===== config.mk =====
export PLATFORM = sky130hd
export DESIGN_NAME = tpcs_ctrl
export DESIGN_NICKNAME = d
export VERILOG_FILES = /design/src/hdl/tpcs_pkg.sv /design/src/hdl/tpcs_ctrl.sv
export SDC_FILE = /design/constraint.sdc
export NUM_CORES = 1
export LEC_CHECK = 0
export ABC_AREA = 1
export ABC_CLOCK_PERIOD_IN_PS = 2850
export BUFFER_PORTS_ARGS = -buffer_cell sky130_fd_sc_hd__buf_2
export CAP_MARGIN = 25
export CORE_AREA = 4 4 41 43
export CTS_BUF_LIST = sky130_fd_sc_hd__clkbuf_2
export DETAILED_ROUTE_END_ITERATION = 8
export DIE_AREA = 0 0 45 47
export HOLD_SLACK_MARGIN = 0.15
export PLACE_DENSITY = 0.64
export SYNTH_ARGS = -nofsm -noshare
export SYNTH_HDL_FRONTEND = slang
export SYNTH_SLANG_ARGS = --single-unit
export TNS_END_PERCENT = 10

===== constraint.sdc =====
create_clock -name i_clk -period 2.85 [get_ports i_clk]
set_input_delay 0.855 -clock i_clk [delete_from_list [all_inputs] [get_ports i_clk]]
set_output_delay 0.855 -clock i_clk [all_outputs]
set_load 0.01 [all_outputs]

===== src/hdl/tpcs_pkg.sv =====
package tpcs_pkg;

    localparam int ID_W    = 7;
    localparam int SIZE_W  = 7;
    localparam int CH_W    = 2 * ID_W;
    localparam int SIM_W   = 24;
    localparam int SUM_W   = 40;
    localparam int SCORE_W = 24;
    localparam int PROD_W  = 2 * SIZE_W;
    localparam int CFG_W   = 7;
    localparam int CFG_IDX_W = 1;

    localparam logic [CFG_IDX_W-1:0] REG_LEAF_A = 1'd0;
    localparam logic [CFG_IDX_W-1:0] REG_LEAF_B = 1'd1;

    typedef enum logic [1:0] {
        FUNC_LOAD_A   = 2'd0,
        FUNC_LOAD_B   = 2'd1,
        FUNC_LOAD_SIM = 2'd2,
        FUNC_COMPUTE  = 2'd3
    } t_func;

    typedef enum logic [3:0] {
        S_CLR,
        S_IDLE,
        S_LD_L,
        S_LD_R,
        S_LD_W,
        S_SIM,
        S_CH_RD,
        S_CH_CAP,
        S_PR_RD,
        S_PR_ACC,
        S_WB,
        S_DIV,
        S_OUT
    } t_state;

    typedef struct packed {
        logic in_ready;
        logic latch;
        logic clr_step;
        logic ld_l;
        logic ld_r;
        logic ld_w;
        logic sim_wr;
        logic ch_cap;
        logic pr_rd;
        logic pr_acc;
        logic wb;
        logic div_step;
        logic out_load;
    } t_cmd;

    typedef struct packed {
        logic  in_valid;
        t_func in_func;
        logic  clr_last;
        logic  clr_done;
        logic  pair_last;
        logic  div_last;
        logic  out_free;
    } t_status;

endpackage


===== src/hdl/tpcs_ctrl.sv =====
module tpcs_ctrl (
    input  logic              i_clk,
    input  logic              i_rst_n,
    input  tpcs_pkg::t_status i_st,
    output tpcs_pkg::t_cmd    o_cmd
);
    import tpcs_pkg::*;

    t_state r_state, n_state;

    always_ff @(posedge i_clk) begin
        if (!i_rst_n) begin
            r_state <= S_CLR;
        end else begin
            r_state <= n_state;
        end
    end

    always_comb begin
        n_state = r_state;
        case (r_state)
            S_CLR: begin
                if (i_st.clr_last) n_state = S_IDLE;
            end
            S_IDLE: begin
                if (i_st.in_valid) begin
                    case (i_st.in_func)
                        FUNC_LOAD_A:   n_state = S_LD_L;
                        FUNC_LOAD_B:   n_state = S_LD_L;
                        FUNC_LOAD_SIM: n_state = S_SIM;
                        FUNC_COMPUTE:  n_state = S_CH_RD;
                        default:       n_state = S_IDLE;
                    endcase
                end
            end
            S_LD_L:   n_state = S_LD_R;
            S_LD_R:   n_state = S_LD_W;
            S_LD_W:   n_state = S_IDLE;
            S_SIM:    n_state = S_IDLE;
            S_CH_RD:  n_state = S_CH_CAP;
            S_CH_CAP: n_state = S_PR_RD;
            S_PR_RD:  n_state = S_PR_ACC;
            S_PR_ACC: begin
                n_state = i_st.pair_last ? S_WB : S_PR_RD;
            end
            S_WB:     n_state = S_DIV;
            S_DIV: begin
                if (i_st.div_last) n_state = S_OUT;
            end
            S_OUT: begin
                if (i_st.out_free) n_state = S_IDLE;
            end
            default:  n_state = S_CLR;
        endcase
    end

    always_comb begin
        o_cmd = '0;
        case (r_state)
            S_CLR:    o_cmd.clr_step = 1'b1;
            S_IDLE: begin
                o_cmd.in_ready = 1'b1;
                o_cmd.latch    = i_st.in_valid;
            end
            S_LD_L:   o_cmd.ld_l     = 1'b1;
            S_LD_R:   o_cmd.ld_r     = 1'b1;
            S_LD_W:   o_cmd.ld_w     = 1'b1;
            S_SIM:    o_cmd.sim_wr   = 1'b1;
            S_CH_RD:  o_cmd          = '0;
            S_CH_CAP: o_cmd.ch_cap   = 1'b1;
            S_PR_RD:  o_cmd.pr_rd    = 1'b1;
            S_PR_ACC: o_cmd.pr_acc   = 1'b1;
            S_WB:     o_cmd.wb       = 1'b1;
            S_DIV:    o_cmd.div_step = 1'b1;
            S_OUT:    o_cmd.out_load = i_st.out_free;
            default:  o_cmd          = '0;
        endcase
    end

endmodule


# After elaboration in Yosys (flattened, before gate mapping)
# Index checks and enable logic that the tools add are counted.
# Widths: inputs -> output; s select.
[totals]
word_cells = 44
mem_bits_rw = 0
memories = 0
inputBits = 10
regBits = 4
romBits = 0
latch_bits = 0
output_inout_bits = 13
[op_classes]
n_eq_ne = 19
bitwise_logic = 0
n_lt_le_gt_ge = 0
muxes = 19
n_reduce_logical = 5
multipliers = 0
n_shift = 0
div = 0
n_addsub = 0
[ops]
columns = ["operator", "n"]
rows = [
  ["$pmux 4 s12", 1],
  ["$eq 4x4->1 const B", 5],
  ["$eq 4x3->1 const B", 4],
  ["$mux 4", 4],
  ["$pmux 4 s3", 1],
  ["$mux 1", 11],
  ["$eq 4x2->1 const B", 2],
  ["$ne 2x2->1 const B", 4],
  ["$eq 2x2->1 const B", 2],
  ["$eq 4x1->1 const B", 1],
  ["$logic_not 4->1", 1],
  ["$mux 2", 2],
  ["$reduce_and 4->1", 1],
  ["$reduce_or 2->1", 2],
  ["$eq 2x1->1 const B", 1],
  ["$logic_not 2->1", 1],
]

# Logic depth before layout (Yosys ltp)
# Gate-level depths: netlist (run 1).
[logic_depth]
ltp_word = 5
mapped_depth = 8
mapped_depth_nobuf = 8

# Least setup slack after synthesis (run 1)
# No wires, ideal clock.
[synth_path]
path_kind = "input -> output"
startpoint = "input port i_st[7] (netlist bit)"
endpoint = "output port o_cmd[11] (netlist bit)"
cell_stages = 2
n_path_buf = 0
arrival_time_ns = 1.204
required_ns = 1.995
setup_slack_ns = 0.791
cell_sequence = "inv_1 -> nor3_1"
[synth_rtl]
columns = ["item", "line_no", "text"]
rows = [
  ["start: declaration", "tpcs_ctrl.sv:4", "input tpcs_pkg::t_status i_st,"],
  ["end: declaration", "tpcs_ctrl.sv:5", "output tpcs_pkg::t_cmd o_cmd"],
]

==> impl_results.md, run 1 <==
- Num CTS Buffers: 3
- Most frequent CP cell: buf_2
- Most instantiated library cell after synthesis: nor2_1
- Asr flop ratio synth: 0%
- Hold Fails Final Rpt: 0
- Pleak: 0.309 nW
- Worst Setup Slack, final: 703 ps
- DP Worst Slack: 690 ps
- Worst Clk Skew: 1.96 ps
- Number of global-route vias before repair: 432
- Max_slew headroom: 86.2%
- Yosys top cell by area: dfxtp_1
- DR iter-0 viols: 12
- WL/cell: 8.96 um
- Post-synth top cells: nor2_1 (15), inv_1 (14), nand2_1 (13), a21oi_1 (5), nand3_1 (5)
- Crit path launch type: primary input
- Final net count: 107
- CP top delay family: buffers and inverters
- Initial core utilization: 29.0%
- Worst-Margin Slew: 206 ps
- Pin count of the biggest net entering global routing: 7
- Setup CP Type: primary input to primary output
- EDFF count, synth: 0
- Crit path arrival time: 1290 ps
- CP Capture Type: primary output
- Sequential fraction of the synthesis area: 21.2%
- Final Util: 39.7%
- Pins Over Slew Limit: 0
- Max reg flops: 4
- Maximum clock frequency: 466 MHz
- Top_reg_cell synth: dfxtp_1
- TritonCTS Sinks: 4
- # IOs: 23
- Share of cells above drive strength 1: 33.7%
- CTS tree: done
- Area grow syn2layout: 36.8%
- Setup TNS: 0 ps
- Initial antenna violation count: 0
- Vias per inst: 4.50
- Library cells used by synthesis: 13
- Hold Crit Class: flip-flop to flip-flop
- Remaining DRCs: 0
- Synthesized cell area: 378 um2
- Post-Syn Instances: 71
- Total of warnings raised by yosys: 0
- Final WL: 986 um
- Worst skew pair latency: 200 ps
- Cells along the critical path: buf_2 -> inv_1 -> nor3_1 -> buf_2
- Die width: 45 um
- Status: completed
- Largest registers: r_state x4
- DP HPWL: 864 um
- Critical path peak fanout: 2
- Gr ovfl total: 0
- Int Pwr: 0.219 mW
- Switching share of power: 53.9%
- CTS H-tree depth: 1
- Power share of the clock group: 10.8%
- Setup bufs post-CTS: 0
- P per Cell Area: 918 nW/um2
- Synth top area share: 21.2%
- Final Critical Period: 2150 ps
- FF-to-FF setup slack: 1620 ps
- WHS: 568 ps
- Clk buf depth: 2
- Port-buffer cells: 21
- CP max-delay cell: nor3_1
- Routability Congestion: 0.762
- Routed vias: 495
- Synth Register Bits: 4
- RSZ-0062 raised after global routing: no
- Maximum vdd drop: 0.471 mV
- Final setup fails: 0
- Combinational fraction of design power: 67.2%
- ANT cells: 0
- Die Y: 47 um
- Hold buffers post-CTS: 0
- Syn_nets: 81
- Post-CTS sizing: 0
- Tcrit/Tclk final: 75.3%
- Most flop-heavy register: r_state
- Synthesized area per cell: 5.32 um2
- First-pass GRT wire length: 1640 um
- Worst Reg-to-Reg Cells: 6
- Worst-path clk slew: 50 ps
- Detailed-router iteration count before antenna repair: 4
- Total GRT Usage: 10.5%
- Post-route ant nets: 0
- FP Rows: 13
- Worst Path Required: 2000 ps
- Root buffer cell: clkbuf_2
- Worst Hold Depth: 2
- Core region area: 1300 um2
- Filler cells: 166
- Switch Pwr: 0.256 mW
- Worst path depth: 4
- Die area: 2120 um2
- Most area-consuming cells after synthesis: dfxtp_1 (21%), nor2_1 (15%), inv_1 (14%)
- Max-Cap Viols: 0
- Worst Path Buf+Inv: 3
- Sequential fraction of design power: 22.0%
- Crit path largest cell delay: 160 ps
## power groups by stage
stage / Combinational, mW / Sequential [mW] / Clock [mW]
after floorplan: 0.235 / 0.0987 / 0
after global placement: 0.321 / 0.105 / 0
after detailed placement: 0.322 / 0.105 / 0
after CTS: 0.323 / 0.104 / 0.0564
after global routing: 0.366 / 0.110 / 0.0591
final: 0.319 / 0.104 / 0.0513
## path summary, 6_finish.rpt
| kind | start | end |
|---|---|---|
| max | i_st[7] | o_cmd[11] |
| min | r_state[0]$_SDFFE_PN0P_ | r_state[0]$_SDFFE_PN0P_ |
| max reg2reg | r_state[0]$_SDFFE_PN0P_ | r_state[0]$_SDFFE_PN0P_ |
| min reg2reg | r_state[0]$_SDFFE_PN0P_ | r_state[0]$_SDFFE_PN0P_ |
## metal layers
layer  track usage, %  vias to the layer above  share of wire [%]  routed length (um)
met5                0                        -                  0                   0
met4             5.26                        0                  0                   0
met3             2.30                        0                6.7                  66
met2             17.2                       12                 49                 481
met1             13.0                      217                 44                 438
li1                 -                      266                  -                   -
## through the flow
step | cells | power, mW | area (um2)
2_1_floorplan | 71 | 0.333 | 378
3_5_place_dp | 107 | 0.427 | 502
5_1_grt | 110 | 0.535 | 517
6_report | 110 | 0.474 | 517
3_3_place_gp | 107 | 0.426 | 502
4_1_cts | 110 | 0.483 | 517
## area by class of cell
class,instances,area (um2),share of cell area (%)
clock buffer,3,15.0,2.91
inverter,15,56.3,10.9
timing repair buffer,21,105,20.3
multi-input combinational,52,241,46.7
tap,15,18.8,3.63
sequential,4,80.1,15.5
## worst register-to-register path: stages, from the launching register on
cell and delay [ps]:
dfxtp_1 420, nor2_1 110, nand3_1 130, nand2_1 90
nor2_2 170, nand3_1 120, a21oi_1 130
## kinds of logic (layout without fill, tap and decap cells)
| group | Yosys count | after routing | synth area share (%) |
|---|---|---|---|
| buffers and inverters | 15 | 39 | 14.9 |
| AO/OA/AOI/OAI | 9 | 9 | 11.9 |
| AND/OR/NAND/NOR | 43 | 43 | 52.0 |
| flip-flops | 4 | 4 | 21.2 |
## cells in the final DEF, fill, tap and decap left out, types with 3 or more instances in the layout
master	netlist	routed
buf_2	0	21
nor2_1	15	15
inv_1	14	14
nand2_1	13	13
nand3_1	5	5
a21oi_1	5	5
nor2_2	4	4
dfxtp_1	4	4
nor3_1	3	3
clkbuf_2	0	3
Note: power is estimated with default switching activity, not from simulation.
==> run 2, diff against run 1 <==
Settings changed: ABC_CLOCK_PERIOD_IN_PS 2850 to 2000.
Clock period 2.85 ns to 2 ns, I/O delays scaled along.
==> run 2 against run 1 <==
  * Setup slack got worse by 490 ps
  * Via count fell by 1.6%
  * Cell count did not move
  * Sequential cell count did not move
  * Global-route usage rose by 0.55 points
  * Non-clock buffer count did not move
  * Combinational power rose by 43%
  * Sequential share of layout area did not move
  * Critical path depth did not move
  * Sequential power rose by 44%
  * Critical path type is now flip-flop to primary output
==> impl_results.md, run 2 (same netlist as run 1, synthesis figures left out) <==
- Status: completed
- ANT cells: 0
- Die Y: 47 um
- Crit path launch type: flip-flop
- FP Rows: 13
- Worst skew pair latency: 200 ps
- Worst Reg-to-Reg Cells: 6
- Hold Fails Final Rpt: 0
- Largest registers: r_state x4
- Tcrit/Tclk final: 89.4%
- Share of cells above drive strength 1: 33.7%
- Detailed-router iteration count before antenna repair: 4
- TritonCTS Sinks: 4
- Maximum clock frequency: 559 MHz
- Pins Over Slew Limit: 0
- Num CTS Buffers: 3
- DR iter-0 viols: 7
- Worst Path Required: 1400 ps
- First-pass GRT wire length: 1700 um
- FF-to-FF setup slack: 770 ps
- CP Capture Type: primary output
- Pleak: 0.309 nW
- Finished Layout Cells: 110
- CTS tree: done
- Worst Clk Skew: 0.833 ps
- Commonest non-fill, non-tap cell in the layout: buf_2
- Port-buffer cells: 21
- Initial antenna violation count: 0
- Total GRT Usage: 11.1%
- Critical path peak fanout: 6
- Final net count: 107
- Routability Congestion: 0.761
- Gr ovfl total: 0
- Most flop-heavy register: r_state
- Placed insts: 107
- Clk buf depth: 2
- Worst Hold Depth: 2
- Worst R2R End: r_state[0]$_SDFFE_PN0P_
- Area grow syn2layout: 36.8%
- Setup TNS: 0 ps
- Die width: 45 um
- Max reg flops: 4
- Root buffer cell: clkbuf_2
- Vias per inst: 4.43
- Routed vias: 487
- Final Critical Period: 1790 ps
- Number of global-route vias before repair: 436
- Most frequent cells in the layout: buf_2 (21), nor2_1 (15), inv_1 (14)
- WL/cell: 9.05 um
- Worst reg2reg path startpoint: r_state[0]$_SDFFE_PN0P_
- Die area: 2120 um2
- Setup bufs post-CTS: 0
- Setup CP Type: flip-flop to primary output
- P per Cell Area: 1310 nW/um2
- DP HPWL: 876 um
- CTS H-tree depth: 1
- Post-route ant nets: 0
- RSZ-0062 raised after global routing: no
- Max-Cap Viols: 0
- Final setup fails: 0
- Maximum vdd drop: 0.661 mV
- Worst-Margin Slew: 209 ps
- Hold buffers post-CTS: 0
- # IOs: 23
- Remaining DRCs: 0
- Initial core utilization: 29.0%
- Post-CTS sizing: 0
- Min-delay src: r_state[0]$_SDFFE_PN0P_
- Max_slew headroom: 86.0%
- Hold Crit Class: flip-flop to flip-flop
- Final WL: 995 um
- Pin count of the biggest net entering global routing: 7
- Crit path arrival time: 1190 ps
- Worst-path clk slew: 40 ps
- Hold path endpoint: r_state[0]$_SDFFE_PN0P_
- Core region area: 1300 um2
-- run 2: cell counts in the layout (fill, tap and decap cells not counted) --
No cell type changed its count.
-- run 2: worst max-delay path by stage --
stage | start | to
after floorplan | i_st[7] | o_cmd[11]
after global placement | i_st[7] | o_cmd[11]
after detailed placement | i_st[7] | o_cmd[11]
after CTS | r_state[0]$_SDFFE_PN0P_ | o_cmd[0]
after global routing | r_state[0]$_SDFFE_PN0P_ | o_cmd[0]
final | r_state[0]$_SDFFE_PN0P_ | o_cmd[0]
-- run 2: layer usage --
metal | track usage (%) | wire (um) | vias up
met3 | 2.30 | 68 | 0
li1 | - | - | 267
met1 | 14.4 | 445 | 206
met4 | 5.26 | 0 | 0
met2 | 17.5 | 481 | 14
met5 | 0 | 0 | -
-- run 2: layout make-up --
type	count	area (um2)
Fill cell	155	785
Clock buffer	3	15.0
Timing Repair Buffer	21	105
Tap cell	15	18.8
Multi-Input combinational cell	52	241
Sequential cell	4	80.1
Inverter	15	56.3
-- run 2: worst max-delay path, stage by stage, from the launching register on --
cell	delay [ps]
dfxtp_1	350
nor2_1	210
inv_1	140
nor3_1	130
buf_2	150
-- run 2: power breakdown --
group          total (mW)  switching [mW]  internal [mW]
logic               0.455           0.295          0.160
clock network      0.0732          0.0329         0.0404
registers           0.150          0.0383          0.111
total               0.678           0.366          0.312
-- run 2: stage by stage --
stage	power (mW)	hold WS [ps]	instance area [um2]	util, %	worst slack (ps)
floorplan	0.475	514	378	-	451
global placement	0.608	558	502	38.6	350
detailed placement	0.609	552	502	38.6	350
CTS	0.690	561	517	39.7	169
global route	0.769	624	517	39.7	63.6
finish	0.678	562	517	39.7	212
